$ cat config.mk
export PLATFORM = sky130hd
export DESIGN_NAME = aabb_collision_resolve_top_flat
export DESIGN_NICKNAME = d
export VERILOG_FILES = /design/src/rtl/core/acr_pkg.sv /design/src/rtl/core/acr_item_if.sv /design/src/rtl/core/acr_result_if.sv /design/src/rtl/core/acr_cfg_if.sv /design/src/rtl/core/aabb_collision_resolve_top.sv /design/src/flat_wrapper.sv
export VERILOG_INCLUDE_DIRS = /design/src /design/src/rtl/core
export SDC_FILE = /design/constraint.sdc
export NUM_CORES = 1
export LEC_CHECK = 0
export ABC_AREA = 1
export BUFFER_PORTS_ARGS = -buffer_cell sky130_fd_sc_hd__buf_2
export CAP_MARGIN = 5
export CORE_UTILIZATION = 40
export CTS_CLUSTER_SIZE = 25
export DETAILED_ROUTE_END_ITERATION = 7
export SLEW_MARGIN = 30
export SYNTH_ARGS = -nofsm -noshare
export SYNTH_HDL_FRONTEND = slang
export SYNTH_SLANG_ARGS = --single-unit
$ cat constraint.sdc
create_clock -name clk -period 9.7 [get_ports clk]
set_clock_uncertainty 0.2 [all_clocks]
set_input_delay 1.94 -clock clk [delete_from_list [all_inputs] [get_ports clk]]
set_output_delay 1.94 -clock clk [all_outputs]
set_load 0.1 [all_outputs]
$ cat src/rtl/core/aabb_collision_resolve_top_defines.svh
// Assertion macros shared by the collision resolver RTL.
`ifndef AABB_COLLISION_RESOLVE_TOP_DEFINES_SVH
`define AABB_COLLISION_RESOLVE_TOP_DEFINES_SVH

// The consequent must hold in the same cycle as the antecedent.
`define ACR_ASSERT_SAME(label, clk, rst_n, ante, cons) \
    label: assert property (@(posedge clk) disable iff (!rst_n) (ante) |-> (cons)) \
        else $error("collision resolver check failed");

// The consequent must hold in the cycle after the antecedent.
`define ACR_ASSERT_NEXT(label, clk, rst_n, ante, cons) \
    label: assert property (@(posedge clk) disable iff (!rst_n) (ante) |=> (cons)) \
        else $error("collision resolver check failed");

`endif

$ cat src/rtl/core/acr_pkg.sv
// Types, widths and helper functions of the collision resolver.
package acr_pkg;

    localparam int COORD_WIDTH  = 24;
    localparam int EXTENT_WIDTH = COORD_WIDTH - 1;
    localparam int DEPTH_WIDTH  = COORD_WIDTH + 2;
    localparam int PUSH_WIDTH   = COORD_WIDTH + 1;

    typedef logic signed [COORD_WIDTH-1:0] coord_t;
    typedef logic        [EXTENT_WIDTH-1:0] extent_t;
    typedef logic signed [DEPTH_WIDTH-1:0] depth_t;
    typedef logic signed [PUSH_WIDTH-1:0]  push_t;

    localparam coord_t COORD_MAX = {1'b0, {(COORD_WIDTH-1){1'b1}}};
    localparam coord_t COORD_MIN = {1'b1, {(COORD_WIDTH-1){1'b0}}};

    // Mode register values.
    localparam logic MODE_TOP_DOWN   = 1'b0;
    localparam logic MODE_PLATFORMER = 1'b1;

    typedef struct packed {
        coord_t  body_x;
        coord_t  body_y;
        extent_t body_w;
        extent_t body_h;
        coord_t  vel_x;
        coord_t  vel_y;
        coord_t  box_x;
        coord_t  box_y;
        extent_t box_w;
        extent_t box_h;
    } item_t;

    typedef struct packed {
        coord_t new_x;
        coord_t new_y;
        coord_t new_vel_x;
        coord_t new_vel_y;
        logic   hit;
        logic   landed;
    } result_t;

    // Clamp a pushed position, one bit wider than a coordinate, to the coordinate range.
    function automatic coord_t sat_push(input push_t p);
        coord_t r;
        if (p[PUSH_WIDTH-1] != p[PUSH_WIDTH-2])
        begin
            r = p[PUSH_WIDTH-1] ? COORD_MIN : COORD_MAX;
        end
        else
        begin
            r = p[COORD_WIDTH-1:0];
        end
        return r;
    endfunction

    // True when a depth is strictly positive.
    function automatic logic depth_pos(input depth_t d);
        return !d[DEPTH_WIDTH-1] && (d != '0);
    endfunction

endpackage

$ cat src/rtl/core/acr_item_if.sv
// Request channel carrying one moving box and one collider box.
interface acr_item_if;
    logic                  valid;
    logic                  ready;
    acr_pkg::coord_t       body_x;
    acr_pkg::coord_t       body_y;
    acr_pkg::extent_t      body_w;
    acr_pkg::extent_t      body_h;
    acr_pkg::coord_t       vel_x;
    acr_pkg::coord_t       vel_y;
    acr_pkg::coord_t       box_x;
    acr_pkg::coord_t       box_y;
    acr_pkg::extent_t      box_w;
    acr_pkg::extent_t      box_h;

    modport source (output valid, body_x, body_y, body_w, body_h, vel_x, vel_y,
                    box_x, box_y, box_w, box_h, input ready);
    modport sink   (input valid, body_x, body_y, body_w, body_h, vel_x, vel_y,
                    box_x, box_y, box_w, box_h, output ready);
endinterface

$ cat src/rtl/core/acr_result_if.sv
// Result channel carrying the resolved position, velocity and flags.
interface acr_result_if;
    logic             valid;
    logic             ready;
    acr_pkg::coord_t  new_x;
    acr_pkg::coord_t  new_y;
    acr_pkg::coord_t  new_vel_x;
    acr_pkg::coord_t  new_vel_y;
    logic             hit;
    logic             landed;

    modport source (output valid, new_x, new_y, new_vel_x, new_vel_y, hit, landed,
                    input ready);
    modport sink   (input valid, new_x, new_y, new_vel_x, new_vel_y, hit, landed,
                    output ready);
endinterface

$ cat src/rtl/core/acr_cfg_if.sv
// Configuration write channel carrying the mode register.
interface acr_cfg_if;
    logic valid;
    logic ready;
    logic mode;

    modport source (output valid, mode, input ready);
    modport sink   (input valid, mode, output ready);
endinterface

$ cat src/rtl/core/aabb_collision_resolve_top.sv
// Top level of the axis-aligned box collision resolver.
//
//  Channel  Dir  Contents
//  -------  ---  ----------------------------------------------------------
//  item     in   moving box position, size, velocity and collider box
//  result   out  resolved position, velocity, hit and landed flags
//  cfg      in   mode register write (0 top-down, 1 platformer)
//
// One request enters per clock cycle while the result side keeps taking results.
// An accepted request is registered in the input register, and its result is
// registered in the result register. The path between the two registers is a
// set of adders and magnitude compares, so throughput is one per cycle unless
// the result side stalls. A stalled result holds the result register; the input
// register can still take one more request, and only when both are full does
// the input stall. Reset clears both valid flags and sets the mode to top-down.

`include "aabb_collision_resolve_top_defines.svh"

module aabb_collision_resolve_top (
    input  logic          clk,
    input  logic          rst_n,
    acr_item_if.sink      item,
    acr_result_if.source  result,
    acr_cfg_if.sink       cfg
);

    // Pipeline control and payload registers.
    logic              s1_valid_reg;
    logic              s1_valid_next;
    acr_pkg::item_t    s1_reg;
    logic              res_valid_reg;
    logic              res_valid_next;
    acr_pkg::result_t  res_reg;
    acr_pkg::result_t  res_next;
    logic              mode_reg;

    logic              s1_load;
    logic              res_load;

    // Penetration depths and push candidates.
    acr_pkg::depth_t   dl;
    acr_pkg::depth_t   dr;
    acr_pkg::depth_t   db;
    acr_pkg::depth_t   dt;
    acr_pkg::depth_t   mx;
    acr_pkg::depth_t   my;
    logic              overlap;
    logic              plat;
    logic              vy_pos;
    logic              vy_neg;

    // Always ready; writes must come only while idle, which the block does not check.
    assign cfg.ready = 1'b1;

    // A held request loads the result register when it is empty or its result is taken.
    assign res_load   = s1_valid_reg && (!res_valid_reg || result.ready);
    assign item.ready = !s1_valid_reg || res_load;
    assign s1_load    = item.valid && item.ready;

    always_comb
    begin
        s1_valid_next = s1_valid_reg;
        if (s1_load)
        begin
            s1_valid_next = 1'b1;
        end
        else if (res_load)
        begin
            s1_valid_next = 1'b0;
        end

        res_valid_next = res_valid_reg;
        if (res_load)
        begin
            res_valid_next = 1'b1;
        end
        else if (result.ready)
        begin
            res_valid_next = 1'b0;
        end
    end

    always_ff @(posedge clk or negedge rst_n)
    begin
        if (!rst_n)
        begin
            s1_valid_reg  <= 1'b0;
            res_valid_reg <= 1'b0;
            mode_reg      <= acr_pkg::MODE_TOP_DOWN;
        end
        else
        begin
            s1_valid_reg  <= s1_valid_next;
            res_valid_reg <= res_valid_next;
            if (cfg.valid && cfg.ready)
            begin
                mode_reg <= cfg.mode;
            end
        end
    end

    always_ff @(posedge clk)
    begin
        if (s1_load)
        begin
            s1_reg.body_x <= item.body_x;
            s1_reg.body_y <= item.body_y;
            s1_reg.body_w <= item.body_w;
            s1_reg.body_h <= item.body_h;
            s1_reg.vel_x  <= item.vel_x;
            s1_reg.vel_y  <= item.vel_y;
            s1_reg.box_x  <= item.box_x;
            s1_reg.box_y  <= item.box_y;
            s1_reg.box_w  <= item.box_w;
            s1_reg.box_h  <= item.box_h;
        end
        if (res_load)
        begin
            res_reg <= res_next;
        end
    end

    // Depths toward each side. They are two bits wider than a coordinate so
    // that the sum of an edge and an extent minus another edge cannot wrap.
    assign dl = acr_pkg::depth_t'(s1_reg.body_x) + acr_pkg::depth_t'(s1_reg.body_w)
              - acr_pkg::depth_t'(s1_reg.box_x);
    assign dr = acr_pkg::depth_t'(s1_reg.box_x) + acr_pkg::depth_t'(s1_reg.box_w)
              - acr_pkg::depth_t'(s1_reg.body_x);
    assign db = acr_pkg::depth_t'(s1_reg.body_y) + acr_pkg::depth_t'(s1_reg.body_h)
              - acr_pkg::depth_t'(s1_reg.box_y);
    assign dt = acr_pkg::depth_t'(s1_reg.box_y) + acr_pkg::depth_t'(s1_reg.box_h)
              - acr_pkg::depth_t'(s1_reg.body_y);

    assign overlap = acr_pkg::depth_pos(dl) && acr_pkg::depth_pos(dr)
                  && acr_pkg::depth_pos(db) && acr_pkg::depth_pos(dt);

    assign mx = (dl < dr) ? dl : dr;
    assign my = (db < dt) ? db : dt;

    assign plat   = (mode_reg == acr_pkg::MODE_PLATFORMER);
    assign vy_pos = !s1_reg.vel_y[acr_pkg::COORD_WIDTH-1] && (s1_reg.vel_y != '0);
    assign vy_neg = s1_reg.vel_y[acr_pkg::COORD_WIDTH-1];

    // Pushing the body left by dl puts its right edge on the collider's left
    // edge, so the new x is box_x - body_w; the other pushes work the same way.
    always_comb
    begin
        res_next.new_x     = s1_reg.body_x;
        res_next.new_y     = s1_reg.body_y;
        res_next.new_vel_x = s1_reg.vel_x;
        res_next.new_vel_y = s1_reg.vel_y;
        res_next.hit       = overlap;
        res_next.landed    = 1'b0;

        if (overlap)
        begin
            if (mx < my)
            begin
                // Horizontal push; equal depths push right.
                if (dl < dr)
                begin
                    res_next.new_x = acr_pkg::sat_push(acr_pkg::push_t'(s1_reg.box_x)
                                   - acr_pkg::push_t'(s1_reg.body_w));
                end
                else
                begin
                    res_next.new_x = acr_pkg::sat_push(acr_pkg::push_t'(s1_reg.box_x)
                                   + acr_pkg::push_t'(s1_reg.box_w));
                end
                if (plat)
                begin
                    res_next.new_vel_x = '0;
                end
            end
            else if (db < dt)
            begin
                // Up onto the collider top; a falling platformer body lands.
                res_next.new_y = acr_pkg::sat_push(acr_pkg::push_t'(s1_reg.box_y)
                               - acr_pkg::push_t'(s1_reg.body_h));
                if (plat && vy_pos)
                begin
                    res_next.new_vel_y = '0;
                    res_next.landed    = 1'b1;
                end
            end
            else
            begin
                // Down through the collider bottom; this also takes the tie.
                res_next.new_y = acr_pkg::sat_push(acr_pkg::push_t'(s1_reg.box_y)
                               + acr_pkg::push_t'(s1_reg.box_h));
                if (plat && vy_neg)
                begin
                    res_next.new_vel_y = '0;
                end
            end
        end
    end

    assign result.valid     = res_valid_reg;
    assign result.new_x     = res_reg.new_x;
    assign result.new_y     = res_reg.new_y;
    assign result.new_vel_x = res_reg.new_vel_x;
    assign result.new_vel_y = res_reg.new_vel_y;
    assign result.hit       = res_reg.hit;
    assign result.landed    = res_reg.landed;

    // A landing needs a hit, platformer mode and a cleared vertical velocity.
    `ACR_ASSERT_SAME(a_landed_hit, clk, rst_n, res_valid_reg && res_reg.landed,
        res_reg.hit && (res_reg.new_vel_y == '0))
    `ACR_ASSERT_SAME(a_landed_mode, clk, rst_n, res_valid_reg && res_reg.landed,
        mode_reg == acr_pkg::MODE_PLATFORMER)
    // An accepted request always occupies the input register next cycle.
    `ACR_ASSERT_NEXT(a_s1_fill, clk, rst_n, s1_load, s1_valid_reg)
    // A request leaving the input register shows up as a valid result.
    `ACR_ASSERT_NEXT(a_res_fill, clk, rst_n, res_load, res_valid_reg)

endmodule

$ cat src/flat_wrapper.sv
// flat-port wrapper written by rule: the top's interface ports become plain ports
module aabb_collision_resolve_top_flat 
  (clk, rst_n, item_valid, item_body_x, item_body_y, item_body_w, item_body_h, item_vel_x, item_vel_y, item_box_x, item_box_y, item_box_w, item_box_h, item_ready, result_valid, result_new_x, result_new_y, result_new_vel_x, result_new_vel_y, result_hit, result_landed, result_ready, cfg_valid, cfg_mode, cfg_ready);
  acr_item_if item_i ();
  acr_result_if result_i ();
  acr_cfg_if cfg_i ();
  input  logic clk;
  input  logic rst_n;
  input wire logic [$bits(item_i.valid)-1:0] item_valid;
  input wire logic [$bits(item_i.body_x)-1:0] item_body_x;
  input wire logic [$bits(item_i.body_y)-1:0] item_body_y;
  input wire logic [$bits(item_i.body_w)-1:0] item_body_w;
  input wire logic [$bits(item_i.body_h)-1:0] item_body_h;
  input wire logic [$bits(item_i.vel_x)-1:0] item_vel_x;
  input wire logic [$bits(item_i.vel_y)-1:0] item_vel_y;
  input wire logic [$bits(item_i.box_x)-1:0] item_box_x;
  input wire logic [$bits(item_i.box_y)-1:0] item_box_y;
  input wire logic [$bits(item_i.box_w)-1:0] item_box_w;
  input wire logic [$bits(item_i.box_h)-1:0] item_box_h;
  output wire logic [$bits(item_i.ready)-1:0] item_ready;
  output wire logic [$bits(result_i.valid)-1:0] result_valid;
  output wire logic [$bits(result_i.new_x)-1:0] result_new_x;
  output wire logic [$bits(result_i.new_y)-1:0] result_new_y;
  output wire logic [$bits(result_i.new_vel_x)-1:0] result_new_vel_x;
  output wire logic [$bits(result_i.new_vel_y)-1:0] result_new_vel_y;
  output wire logic [$bits(result_i.hit)-1:0] result_hit;
  output wire logic [$bits(result_i.landed)-1:0] result_landed;
  input wire logic [$bits(result_i.ready)-1:0] result_ready;
  input wire logic [$bits(cfg_i.valid)-1:0] cfg_valid;
  input wire logic [$bits(cfg_i.mode)-1:0] cfg_mode;
  output wire logic [$bits(cfg_i.ready)-1:0] cfg_ready;
  assign item_i.valid = item_valid;
  assign item_i.body_x = item_body_x;
  assign item_i.body_y = item_body_y;
  assign item_i.body_w = item_body_w;
  assign item_i.body_h = item_body_h;
  assign item_i.vel_x = item_vel_x;
  assign item_i.vel_y = item_vel_y;
  assign item_i.box_x = item_box_x;
  assign item_i.box_y = item_box_y;
  assign item_i.box_w = item_box_w;
  assign item_i.box_h = item_box_h;
  assign item_ready = item_i.ready;
  assign result_valid = result_i.valid;
  assign result_new_x = result_i.new_x;
  assign result_new_y = result_i.new_y;
  assign result_new_vel_x = result_i.new_vel_x;
  assign result_new_vel_y = result_i.new_vel_y;
  assign result_hit = result_i.hit;
  assign result_landed = result_i.landed;
  assign result_i.ready = result_ready;
  assign cfg_i.valid = cfg_valid;
  assign cfg_i.mode = cfg_mode;
  assign cfg_ready = cfg_i.ready;
  aabb_collision_resolve_top u_core (.clk(clk), .rst_n(rst_n), .item(item_i), .result(result_i), .cfg(cfg_i));
endmodule
Word level (Yosys, flattened, before mapping)
Cells that the tools add are included.
Storage, ports and cells
  bits of input ports: 242
  RAM bits: 0
  bits in read-only memories: 0
  output and inout port bits: 101
  word-level logic and storage cells: 95
  memories kept: 0
  bits in registers: 337
  bits in latches: 0
Cells by class
  mux-type cells: 26
  equal/unequal tests: 4
  bitwise gates (word level): 2
  $mul: 0
  reductions and logical operators: 29
  add/sub/neg operators: 12
  $lt $le $gt $ge: 3
  div/mod/pow operators: 0
  shift operators: 0
Operators with widths (count)
  two-way mux 24 bit: 18
  adder 24 x 24 -> 25 bit: 6
  nonzero test 26 bit: 4
  subtractor 25 x 24 -> 26 bit: 4
  two-way mux 96 bit: 1
  < comparator 26 bit: 3
  two-way mux 26 bit: 2
  subtractor 24 x 24 -> 25 bit: 2
  nonzero test 24 bit: 1
  logical AND 1 bit: 12
  logical NOT 1 bit: 7
  two-way mux 1 bit: 5
  != test 1 bit: 4
  nonzero test 2 bit: 2
  OR reduction 3 bit: 1
  logical OR 1 bit: 2
  inverter 1 bit: 2

Depth between registers and ports, before layout
Gate-level depths: netlist (run 1).
  word-level depth: 9
  mapped depth: 48
  depth with buffers taken out: 46

Least setup slack after synthesis (run 1)
Ideal clock, no wire load.
  kind: input to register
  start: input result_ready
  end: register u_core.s1_reg[0] in the netlist's numbering, enable pin
  setup slack: 1455 ps
  setup time: 587 ps
  stages: 4
  required time: 8913 ps
  arrival time: 7458 ps
  path through: inv_1 -> nand3_1 -> nand2_1 -> inv_1
On the way
  cells in the longest elaborated chain, start to end: 4
Ends and longest elaborated chain
  start, declared: RTL line flat_wrapper.sv:28  | input wire logic [$bits(result_i.ready)-1:0] result_ready;
  logical OR 1 bit: RTL line aabb_collision_resolve_top.sv:56  | assign res_load = s1_valid_reg && (!res_valid_reg || result.ready);
  logical AND 1 bit: RTL line aabb_collision_resolve_top.sv:56
  logical OR 1 bit: RTL line aabb_collision_resolve_top.sv:57  | assign item.ready = !s1_valid_reg || res_load;
  via item_ready: RTL line flat_wrapper.sv:20  | output wire logic [$bits(item_i.ready)-1:0] item_ready;
  logical AND 1 bit: RTL line aabb_collision_resolve_top.sv:58  | assign s1_load = item.valid && item.ready;
  via u_core.s1_load: RTL line aabb_collision_resolve_top.sv:37  | logic s1_load;
  end, declared: RTL line aabb_collision_resolve_top.sv:30  | acr_pkg::item_t s1_reg;
The timed path passes the listed nets, and every way through them passes these cells.
A chain may end at the register's enable or synchronous reset.

==> results of run 1 <==
==> cells by family (layout without fill, tap and decap cells) <==
group,count (synthesis),after routing,share of synthesized area (%)
XOR/XNOR,132,132,4.151
AND/OR/NAND/NOR,1080,1080,17.33
flip-flops,337,337,36.28
adder cells (fa/ha/maj),412,412,21.10
AO/OA/AOI/OAI,564,564,11.30
other,1,2,0.01347
buffers and inverters,705,1084,9.817
==> stage by stage <==
stage	setup slack (ps)	total power, mW	hold WS (ps)	instances	instance area (µm²)
4_1_cts	855.3	8.451	308.1	4541	31820
6_report	1007	8.424	307.8	4542	31830
2_1_floorplan	1455	5.628	247.2	3231	27850
5_1_grt	75.14	9.110	317.3	4542	31830
3_3_place_gp	932.5	6.965	291.7	4472	30600
3_5_place_dp	835.5	6.981	293.5	4472	30600
==> layer usage <==
layer | vias up | GRT usage (%) | wire [µm]
met4 | 2 | 5.141 | 1536
met1 | 10500 | 31.78 | 37600
met5 | - | 0 | 9
met3 | 104 | 3.799 | 5414
met2 | 657 | 35.97 | 35860
li1 | 11370 | - | -
==> report_power, final <==
group | internal (mW) | leakage, nW | switching, mW
sequential | 1.81 | 3.25 | 0.0887
combinational | 1.50 | 11.7 | 3.59
clock | 0.814 | 0.589 | 0.613
==> cell usage in the layout (no fill, tap or decap), types with 4 or more instances in the layout <==
cell / instances
a211oi_1: 9
a21boi_0: 7
a21o_1: 7
a21oi_1: 280
a221oi_1: 4
a31oi_1: 27
a32oi_1: 21
buf_2: 341
buf_4: 15
clkbuf_1: 8
clkbuf_16: 38
clkinv_1: 6
clkinv_2: 5
edfxtp_1: 334
fa_1: 96
ha_1: 316
inv_1: 606
inv_2: 52
nand2_1: 601
nand2_2: 66
nand3_1: 144
nand3_2: 5
nand3_4: 4
nand3b_1: 10
nand4_1: 40
nor2_1: 124
nor2_2: 7
nor3_1: 32
nor4_1: 21
o211ai_1: 6
o21a_1: 8
o21ai_0: 154
o21ai_1: 9
o21bai_1: 9
o221ai_1: 8
or2_2: 17
xnor2_1: 60
xor2_1: 72
==> worst max-delay path, delay by kind of cell, from the launching register on <==
kind,cells,cell delay (ps)
fa+ha+maj,4,1540
xor+xnor,1,190
buf+inv,6,850
simple gates,19,3220
compound gates,11,1990
flops,1,470
==> final cells by class <==
class	instances	area, µm²	area share (%)
well taps	931	1165	3.660
flip-flops and latches	337	10100	31.75
clock buffers	46	980.9	3.082
multi-input cells	2189	15030	47.23
repair buffers	356	1819	5.716
clock inverters	23	242.7	0.7627
diodes	1	2.502	0.007863
inverters	659	2481	7.796
==> how the worst min path moves through the flow <==
stage / startpoint / to / cells after the start
floorplan: u_core.s1_valid_reg$_DFFE_PN0P_ / u_core.result.valid$_DFFE_PN0P_ / 2
global placement: u_core.s1_valid_reg$_DFFE_PN0P_ / u_core.result.valid$_DFFE_PN0P_ / 2
detailed placement: u_core.s1_reg[120]$_DFFE_PP_ / u_core.result.new_vel_x[2]$_DFFE_PP_ / 2
CTS: u_core.s1_reg[120]$_DFFE_PP_ / u_core.result.new_vel_x[2]$_DFFE_PP_ / 2
global route: u_core.s1_reg[119]$_DFFE_PP_ / u_core.result.new_vel_x[1]$_DFFE_PP_ / 2
finish: u_core.s1_reg[120]$_DFFE_PP_ / u_core.result.new_vel_x[2]$_DFFE_PP_ / 2
==> metrics.md, run 1 <==
| Metric | Value |
|---|---|
| Reg-to-reg critical path startpoint | u_core.s1_reg[47]$_DFFE_PP_ |
| Worst Tran Pin Value | 1083 ps |
| Maximum clock frequency | 0.1150 GHz |
| Initial core utilization | 40.53% |
| IO buf count | 341 |
| Top-area cell type share of the netlist area | 36.01% |
| Final Hold Fails | 0 |
| WL per Instance | 17.71 µm |
| Average cell area after synthesis | 8.619 µm² |
| Overall die height | 265.9 µm |
| Cell with the most instances after synthesis | inv_1 |
| Total clock sinks | between 300 and 400 |
| Signal arrival time at the worst endpoint | 8830 ps |
| Number of detailed-route iterations in the first pass | 5 |
| Num ports | around 340 |
| Number of fillers in the final layout | 6960 |
| Clk_lat worst skew | 580 ps |
| Result of the run | completed |
| Most used flip-flop cell after synthesis | edfxtp_1 |
| Crit Path Max Fanout | 30 |
| Total Nets Final | 4235 |
| Floorplan core area | 0.06871 mm² |
| Worst path slowest cell | nand2_1 |
| Number of routed nets with antenna violations | 0 |
| Worst EP required | 9830 ps |
| Final setup violation count | 0 |
| Initial antenna violation count | 2 |
| Count of unresolved DRC violations after routing | 0 |
| Clock buffer depth | 3 |
| Vias in the first global route | 22240 |
| Crit. End Element | flop |
| Number of hold buffers added after cts | 0 |
| Cell area after technology mapping | 0.02785 mm² |
| Cells after synthesis | 3231 |
| RD Place Congestion | approximately 0.94 |
| Detailed Route Iter0 Violations | 1530 |
| Die X-Extent | 265.9 µm |
| WL final | between 80000 and 90000 µm |
| P&R area growth vs syn | 14.28% |
| Shortest period the worst path allows | 8693 ps |
| Setup TNS after final layout | 0 ps |
| Unrepaired setup endpoints after global routing | false |
| Main area contributors after synthesis | edfxtp_1, ha_1, inv_1, nand2_1, fa_1 |
| H-tree depth | 2 |
| Max-Cap Viols | 0 |
| Global-route wire length before repair | about 120000 µm |
| Number of buffers inserted during clock tree synthesis | 38 |
| Total power divided by cell area | 264.7 mW/mm² |
| Share of the yosys chip area belonging to registers | 36.28% |
| Number of gates given a new drive strength after cts | 0 |
| R2R Setup Slk | between 1000 and 1500 ps |
| Synth area leader | edfxtp_1 |
| Warnings from Yosys | 0 |
| Delay of the slowest critical-path stage | 580 ps |
| Vias after detailed routing | 22630 |
| Critical path endpoint | u_core.result.new_vel_x[3]$_DFFE_PP_ |
| Crit. Startpoint | u_core.s1_reg[47]$_DFFE_PP_ |
| Root Buffer Master | clkbuf_16 |
| Clock transition at the registers of the reported paths | ~60 ps |
| Standby leakage power | between 15 and 20 nW |
| Reg-to-Reg End | u_core.result.new_vel_x[3]$_DFFE_PP_ |
| Rel. slew slack | 27.60% |
| Net count after synthesis | 3885 |
| Grt ovf | 0 |
| Post-DR vias/cell | 4.983 |
| FP Rows | 96 |
| Die Footprint | roughly 0.07 mm² |
| Post-synth cell types | 56 |
| Cell depth of the worst flop-to-flop path | 41 |
| Setup CP Type | reg -> reg |
| Crit start category | flop |
| Post-synthesis sequential element count | 337 |
| Cell repeated most along the worst path | nand2_1 |
| Worst-case vdd ir drop | about 0.00028 V |
| Number of synthesized flops with an enable pin | 334 |
| Kind of path behind the tightest hold check | reg -> reg |
| Post-CTS setup buffer count | 0 |
| GRT Resource Usage Total | 22.52% |
| End-of-flow core utilization | 46.32% |
| Proportion of layout cells with a drive suffix above 1 | 15.90% |
| Final Slew Violations | 0 |
| Clock tree from TritonCTS | done |
| Ratio of final minimum period to clock period | ~90% |
| DP Wirelength | 65290 µm |
| Maximum number of pins on one net before global-route repair | 129 |
| Flip-flop count of the largest register after layout | 236 |
| Post-synth ARST share | 0.8902% |
| Commonest cells post-synth | inv_1, nand2_1, edfxtp_1 |
(Power assumes the default switching activity.)
==> run 2: changes to the inputs <==
--- a/config.mk
+++ b/config.mk
@@ -6,7 +6,6 @@
 export SDC_FILE = /design/constraint.sdc
 export NUM_CORES = 1
 export LEC_CHECK = 0
-export ABC_AREA = 1
 export BUFFER_PORTS_ARGS = -buffer_cell sky130_fd_sc_hd__buf_2
 export CAP_MARGIN = 5
 export CORE_UTILIZATION = 40
==> run 2 against run 1 <==
Largest power group unchanged. Global-route usage shrank 2.0 points. Clock power is essentially flat. First-iteration DRC count shrank 13%. Synthesized cell count shrank 13%. Core utilization grew 0.17 points. Area after synthesis grew 0.20%. Register-to-register slack lost 410 ps. Combinational power shrank 11%. Routed wire length shrank 8.3%. Highest routed layer is now met4. Critical path type unchanged. Via count shrank 5.3%.
==> metrics.md, run 2 <==
| Metric | Value |
|---|---|
| Family of cells with the greatest summed delay on the critical path | compound AO/OA/AOI/OAI gates (was simple AND/OR/NAND/NOR gates) |
| Floorplan core area | 0.06883 mm² (was 0.06871 mm²) |
| Num ports | 343 (unchanged) |
| RD Place Congestion | 0.9274 (was 0.9444) |
| Worst path slowest cell | a2111oi_1 (was nand2_1) |
| Standby leakage power | 14.83 nW (was 15.58 nW) |
| Warnings from Yosys | 0 (unchanged) |
| Setup TNS after final layout | 0 ps (unchanged) |
| Overall die height | 266.1 µm (was 265.9 µm) |
| Number of hold buffers added after cts | 0 (unchanged) |
| Crit start category | flop (unchanged) |
| Maximum clock frequency | 0.1099 GHz (was 0.1150 GHz) |
| Ratio of final minimum period to clock period | 93.81% (was 89.62%) |
| Power Total | 7.801 mW (was 8.424 mW) |
| Unrepaired setup endpoints after global routing | false (unchanged) |
| Initial core utilization | 40.55% (was 40.53%) |
| Most used flip-flop cell after synthesis | edfxtp_1 (unchanged) |
| Commonest cells post-synth | inv_1, edfxtp_1, ha_1 (was inv_1, nand2_1, edfxtp_1) |
| Worst Tran Pin Value | 847.9 ps (was 1083 ps) |
| Setup CP Type | reg -> reg (unchanged) |
| Maximum number of pins on one net before global-route repair | 128 (was 129) |
| WL final | 73760 µm (was 80420 µm) |
| Commonest cells after routing, fill and taps aside | inv_1, buf_2, edfxtp_1, ha_1, a21oi_1 (was inv_1, nand2_1, buf_2, edfxtp_1, ha_1) |
| Post-synth cell types | 104 (was 56) |
| Initial antenna violation count | 1 (was 2) |
| Worst-case vdd ir drop | 0.0001592 V (was 0.0002820 V) |
| Area occupied by registers | 0.01010 mm² (unchanged) |
| DP Wirelength | 59770 µm (was 65290 µm) |
| FP Rows | 96 (unchanged) |
| Root Buffer Master | clkbuf_16 (unchanged) |
| Clock tree from TritonCTS | done (unchanged) |
| Kind of path behind the tightest hold check | reg -> reg (unchanged) |
| Average cell area after synthesis | 9.984 µm² (was 8.619 µm²) |
| Total Nets Final | 3804 (was 4235) |
| Number of synthesized flops with an enable pin | 334 (unchanged) |
| Proportion of layout cells with a drive suffix above 1 | 15.04% (was 15.90%) |
| Rel. slew slack | 42.01% (was 27.60%) |
| Total power divided by cell area | 243.8 mW/mm² (was 264.7 mW/mm²) |
| Final Hold Fails | 0 (unchanged) |
| Cell repeated most along the worst path | a21o_1 (was nand2_1) |
| Max-Cap Viols | 0 (unchanged) |
| Worst EP required | 9890 ps (was 9830 ps) |
| Shortest period the worst path allows | 9100 ps (was 8693 ps) |
| Number of routed nets with antenna violations | 0 (unchanged) |
| Vias after detailed routing | 21440 (was 22630) |
| Result of the run | completed (unchanged) |
| Top-area cell type share of the netlist area | 35.94% (was 36.01%) |
| Crit. End Element | flop (unchanged) |
| Count of unresolved DRC violations after routing | 0 (unchanged) |
| Post-synth ARST share | 0.8902% (unchanged) |
| Number of buffers inserted during clock tree synthesis | 39 (was 38) |
| Most common cell after layout, fill and taps aside | inv_1 (unchanged) |
| Clock buffer depth | 3 (unchanged) |
| Cells after synthesis | 2795 (was 3231) |
| WL per Instance | 17.95 µm (was 17.71 µm) |
| Delay of the slowest critical-path stage | 750 ps (was 580 ps) |
| Die X-Extent | 266.1 µm (was 265.9 µm) |
| Grt ovf | 0 (unchanged) |
| Total clock sinks | 337 (unchanged) |
| Detailed Route Iter0 Violations | 1335 (was 1530) |
| Post-synthesis sequential element count | 337 (unchanged) |
| Area taken by multi-input logic gates | 0.01583 mm² (was 0.01503 mm²) |
| Clk_lat worst skew | 580 ps (about the same) |
| H-tree depth | 2 (unchanged) |
| Final Slew Violations | 0 (unchanged) |
| GRT Resource Usage Total | 20.55% (was 22.52%) |
| Number of detailed-route iterations in the first pass | 6 (was 5) |
| Number of fillers in the final layout | 6671 (was 6960) |
| Flip-flop count of the largest register after layout | 236 (unchanged) |
| IO buf count | 341 (unchanged) |
| Signal arrival time at the worst endpoint | 9290 ps (was 8830 ps) |
| Critical path buffer and inverter count | 3 (was 6) |
| Post-DR vias/cell | 5.216 (was 4.983) |
| Vias in the first global route | 21130 (was 22240) |
| Final setup violation count | 0 (unchanged) |
| Share of the yosys chip area belonging to registers | 36.21% (was 36.28%) |
| Global-route wire length before repair | 114700 µm (was 123200 µm) |
| Net count after synthesis | 3449 (was 3885) |
| Main area contributors after synthesis | edfxtp_1, ha_1, fa_1, inv_1, a21oi_1 (was edfxtp_1, ha_1, inv_1, nand2_1, fa_1) |
| Synth area leader | edfxtp_1 (unchanged) |
| Die Footprint | 0.07083 mm² (was 0.07068 mm²) |
| Crit Path Max Fanout | 21 (was 30) |
| Cell area after technology mapping | 0.02791 mm² (was 0.02785 mm²) |
| P&R area growth vs syn | 14.67% (was 14.28%) |
| Clock transition at the registers of the reported paths | 60 ps (about the same) |
| Cell with the most instances after synthesis | inv_1 (unchanged) |
run 2: changes by cell type in the layout (fill, tap and decap cells not counted), moves of 38 or more:
cell	previous run	this run
nand2b_1	0	38
a21oi_1	280	160
a21o_1	7	74
and2_1	2	59
inv_1	606	461
nand3_1	144	42
inv_2	52	0
mux2i_1	0	59
o21ai_0	154	116
nand2_2	66	1
nand2_1	601	129
run 2: metal layers:
layer	vias to the layer above	wire length (µm)	global-route usage, %
met3	82	2666	2.153
li1	10650	-	-
met2	449	36720	36.38
met4	0	1492	5.266
met1	10260	32880	26.64
met5	-	0	0
run 2: worst paths after layout:
kind | start | endpoint | slack (ps) | depth (start not counted)
worst max-delay path | u_core.s1_reg[47]$_DFFE_PP_ | u_core.result.new_x[5]$_DFFE_PP_ | 600 | 33
worst min-delay path | u_core.s1_valid_reg$_DFFE_PN0P_ | u_core.result.valid$_DFFE_PN0P_ | 300 | 1
worst max register to register | u_core.s1_reg[47]$_DFFE_PP_ | u_core.result.new_x[5]$_DFFE_PP_ | 600 | 33
worst min register to register | u_core.s1_valid_reg$_DFFE_PN0P_ | u_core.result.valid$_DFFE_PN0P_ | 300 | 1
max in group asynchronous | rst_n | u_core.mode_reg$_DFFE_PN0P_ | 8240 | 1
min in group asynchronous | rst_n | u_core.s1_valid_reg$_DFFE_PN0P_ | 950 | 1
run 2: what timing repair did:
action / CTS / global route
gates resized for setup: 0 / 1
hold endpoints to repair: 0 / 0
endpoints found under the setup margin: 0 / 29
setup buffers: 0 / 7
run 2: report_power, final:
group | internal (mW) | total [mW] | leakage, nW | switching (mW)
combinational | 1.68 | 4.55 | 11.0 | 2.87
clock | 0.800 | 1.41 | 0.571 | 0.608
sequential | 1.77 | 1.84 | 3.24 | 0.0700
run 2: cells by family (layout without fill, tap and decap cells):
| logic type | after synthesis | after routing | share of synthesized area [%] |
|---|---|---|---|
| flops | 337 | 337 | 36.21 |
| xor+xnor | 129 | 129 | 4.049 |
| fa+ha+maj | 412 | 412 | 21.06 |
| compound gates | 674 | 674 | 16.74 |
| mux | 64 | 64 | 2.318 |
| buf+inv | 515 | 898 | 7.201 |
| other cells | 1 | 2 | 0.01344 |
| simple gates | 663 | 663 | 12.42 |
run 2: metrics by stage:
stage / hold WS (ps) / std cells / utilization (%) / instance area [µm²] / setup slack (ps)
global placement: 276.0 / 4033 / 44.62 / 30710 / 620.8
finish: 297.9 / 4110 / 46.49 / 32000 / 600.1
detailed placement: 280.8 / 4033 / 44.62 / 30710 / 549.0
global route: 317.2 / 4110 / 46.49 / 32000 / 122.6
floorplan: 249.0 / 2795 / - / 27910 / 696.9
CTS: 295.1 / 4102 / 46.39 / 31930 / 508.9
run 2: layout make-up:
class	count	share of cell area, %
multi-input cells	1943	49.47
flip-flops and latches	337	31.58
repair buffers	368	6.096
inverters	461	5.408
well taps	931	3.640
clock buffers	45	3.120
clock inverters	24	0.6843
diodes	1	0.007820
==> run 3: changes to the inputs <==
--- a/config.mk
+++ b/config.mk
@@ -8,9 +8,10 @@
 export LEC_CHECK = 0
 export BUFFER_PORTS_ARGS = -buffer_cell sky130_fd_sc_hd__buf_2
 export CAP_MARGIN = 5
-export CORE_UTILIZATION = 40
+export CORE_UTILIZATION = 60
 export CTS_CLUSTER_SIZE = 25
 export DETAILED_ROUTE_END_ITERATION = 7
+export PLACE_DENSITY = 0.82
 export SLEW_MARGIN = 30
 export SYNTH_ARGS = -nofsm -noshare
 export SYNTH_HDL_FRONTEND = slang
==> run 3 against run 2 <==
Clock power is 4% lower. Cell count is 8.2% lower. Count of clock-buffer cells in the layout is 2 lower. Critical path type unchanged. Sequential cell count stayed put. Critical endpoint is now u_core.result.new_x[11]$_DFFE_PP_. Largest cell class unchanged. Setup slack worse by 22 ps. Fmax is 0.24% lower.
==> metrics.md, run 3 (synthesis gave the netlist of run 2 again) <==
| Metric | Value |
|---|---|
| Final Slew Violations | 0 (unchanged) |
| Standby leakage power | 14.82 nW (was 14.83 nW) |
| Total power divided by cell area | 246.8 mW/mm² (was 243.8 mW/mm²) |
| Total Nets Final | 3802 (was 3804) |
| Max-Cap Viols | 0 (unchanged) |
| Die X-Extent | 217.7 µm (was 266.1 µm) |
| WL per Instance | 19.66 µm (was 17.95 µm) |
| Total clock sinks | 337 (unchanged) |
| Vias in the first global route | 22450 (was 21130) |
| Clock transition at the registers of the reported paths | 60 ps (about the same) |
| Shortest period the worst path allows | 9122 ps (was 9100 ps) |
| RD Place Congestion | 0.9690 (was 0.9274) |
| Flip-flop count of the largest register after layout | 236 (unchanged) |
| Vias after detailed routing | 22490 (was 21440) |
| P&R area growth vs syn | 12.95% (was 14.67%) |
| Floorplan core area | 0.04567 mm² (was 0.06883 mm²) |
| Initial core utilization | 61.10% (was 40.55%) |
| Num ports | 343 (unchanged) |
| Root Buffer Master | clkbuf_16 (unchanged) |
| Clock buffer depth | 3 (unchanged) |
| Final Hold Fails | 0 (unchanged) |
| Crit start category | flop (unchanged) |
| DP Wirelength | 59270 µm (was 59770 µm) |
| Worst-case setup margin in the final layout | 577.7 ps (was 600.1 ps) |
| Unrepaired setup endpoints after global routing | false (unchanged) |
| Signal arrival time at the worst endpoint | 9290 ps (about the same) |
| Global-route wire length before repair | 116400 µm (was 114700 µm) |
| GR Layer Usage met1 | 41.01% (was 26.64%) |
| Grt ovf | 0 (unchanged) |
| Initial antenna violation count | 4 (was 1) |
| GRT met2 Usage | 51.68% (was 36.38%) |
| Detailed Route Iter0 Violations | 1792 (was 1335) |
| Crit Path Max Fanout | 30 (was 21) |
| Worst path slowest cell | a2111oi_0 (was a2111oi_1) |
| Worst EP required | 9870 ps (was 9890 ps) |
| Number of routed nets with antenna violations | 0 (unchanged) |
| Worst-case vdd ir drop | 0.0001848 V (was 0.0001592 V) |
| Ratio of final minimum period to clock period | 94.04% (was 93.81%) |
| Final worst hold slack | 315.0 ps (was 297.9 ps) |
| Cell repeated most along the worst path | a21o_1 (unchanged) |
| GRT Resource Usage Total | 31.05% (was 20.55%) |
| Rel. slew slack | 40.07% (was 42.01%) |
| Final setup violation count | 0 (unchanged) |
| Commonest cells after routing, fill and taps aside | inv_1, buf_2, edfxtp_1, ha_1, a21oi_1 (unchanged) |
| End-of-flow core utilization | 69.01% (was 46.49%) |
| Setup TNS after final layout | 0 ps (unchanged) |
| Clk_lat worst skew | 560 ps (was 580 ps) |
| Result of the run | completed (unchanged) |
| Post-DR vias/cell | 5.960 (was 5.216) |
| Clock tree from TritonCTS | done (unchanged) |
| Count of unresolved DRC violations after routing | 0 (unchanged) |
| Delay of the slowest critical-path stage | 680 ps (was 750 ps) |
| Dpl ws | 382.5 ps (was 549.0 ps) |
| Most common cell after layout, fill and taps aside | inv_1 (unchanged) |
| H-tree depth | 2 (unchanged) |
| Proportion of layout cells with a drive suffix above 1 | 15.04% (about the same) |
| Worst Tran Pin Value | 898.9 ps (was 847.9 ps) |
| Setup CP Type | reg -> reg (unchanged) |
| Number of buffers inserted during clock tree synthesis | 38 (was 39) |
| Number of detailed-route iterations in the first pass | 8 (was 6) |
| Overall die height | 217.7 µm (was 266.1 µm) |
| Crit. End Element | flop (unchanged) |
| IO buf count | 341 (unchanged) |
| Die Footprint | 0.04738 mm² (was 0.07083 mm²) |
| GRT busiest layer | met2 (unchanged) |
| Kind of path behind the tightest hold check | reg -> reg (unchanged) |
| FP Rows | 78 (was 96) |
| Maximum number of pins on one net before global-route repair | 75 (was 128) |
| Maximum clock frequency | 0.1096 GHz (was 0.1099 GHz) |
| Met3 routing resource usage after global routing | 5.286% (was 2.153%) |
| Number of hold buffers added after cts | 0 (unchanged) |
| WL final | 74200 µm (was 73760 µm) |
[run 3: cell count changes in the layout (fill, tap and decap cells not counted), sizes merged]
cell	change
inv	+1
clkinvlp	-6
clkbuf	-2
diode	+1
clkinv	+2
buf	-1
[run 3: repair_timing]
action	CTS	global route
setup endpoints to repair	0	68
setup buffers	0	2
resized for setup	0	2
[run 3: metrics by stage]
stage,cell area [µm²],cells,power (mW)
2_1_floorplan,27910,2795,5.267
3_3_place_gp,30290,3704,6.171
3_5_place_dp,30300,3705,6.322
4_1_cts,31450,3769,7.705
5_1_grt,31520,3774,8.288
6_report,31520,3774,7.780
[run 3: power breakdown]
| group | total, mW | internal (mW) | switching (mW) |
|---|---|---|---|
| Combinational | 4.57 | 1.68 | 2.89 |
| Sequential | 1.85 | 1.77 | 0.0762 |
| Clock | 1.36 | 0.774 | 0.583 |
| Total | 7.78 | 4.23 | 3.55 |
[run 3: worst paths after layout]
check                                        startpoint                                    end  slack (ps)  cells after the start
setup / recovery            u_core.s1_reg[74]$_DFFE_PP_      u_core.result.new_x[11]$_DFFE_PP_         580                     33
hold / removal             u_core.s1_reg[128]$_DFFE_PP_  u_core.result.new_vel_x[10]$_DFFE_PP_         320                      1
setup reg to reg            u_core.s1_reg[74]$_DFFE_PP_      u_core.result.new_x[11]$_DFFE_PP_         580                     33
hold reg to reg            u_core.s1_reg[128]$_DFFE_PP_  u_core.result.new_vel_x[10]$_DFFE_PP_         320                      1
max in group asynchronous                         rst_n        u_core.result.valid$_DFFE_PN0P_        8210                      1
min in group asynchronous                         rst_n            u_core.mode_reg$_DFFE_PN0P_         980                      1
[run 3: area by class of cell]
cell class,count,area [µm²]
antenna,2,5.005
clock buffer,43,969.7
clock inverter,21,181.4
fill,3513,14150
inverter,461,1730
multi-input combinational,1943,15830
sequential,337,10100
tap,600,750.7
timing repair buffer,367,1951
[run 3: per-layer routing]
layer / up-vias / wire length (µm)
li1: 10640 / -
met1: 10780 / 31910
met2: 924 / 35030
met3: 146 / 5319
met4: 2 / 1912
met5: - / 16
[run 3: critical path: cells and delay by family, from the launching register on]
family / cells / cell delay [ps]
AOI/OAI and AO/OA: 16 / 3530
xor gates and xnor gates: 1 / 130
adders and majority gates: 4 / 1620
buffers and inverters: 5 / 1000
DFF: 1 / 480
muxes: 1 / 290
and+or+nand+nor: 6 / 1610
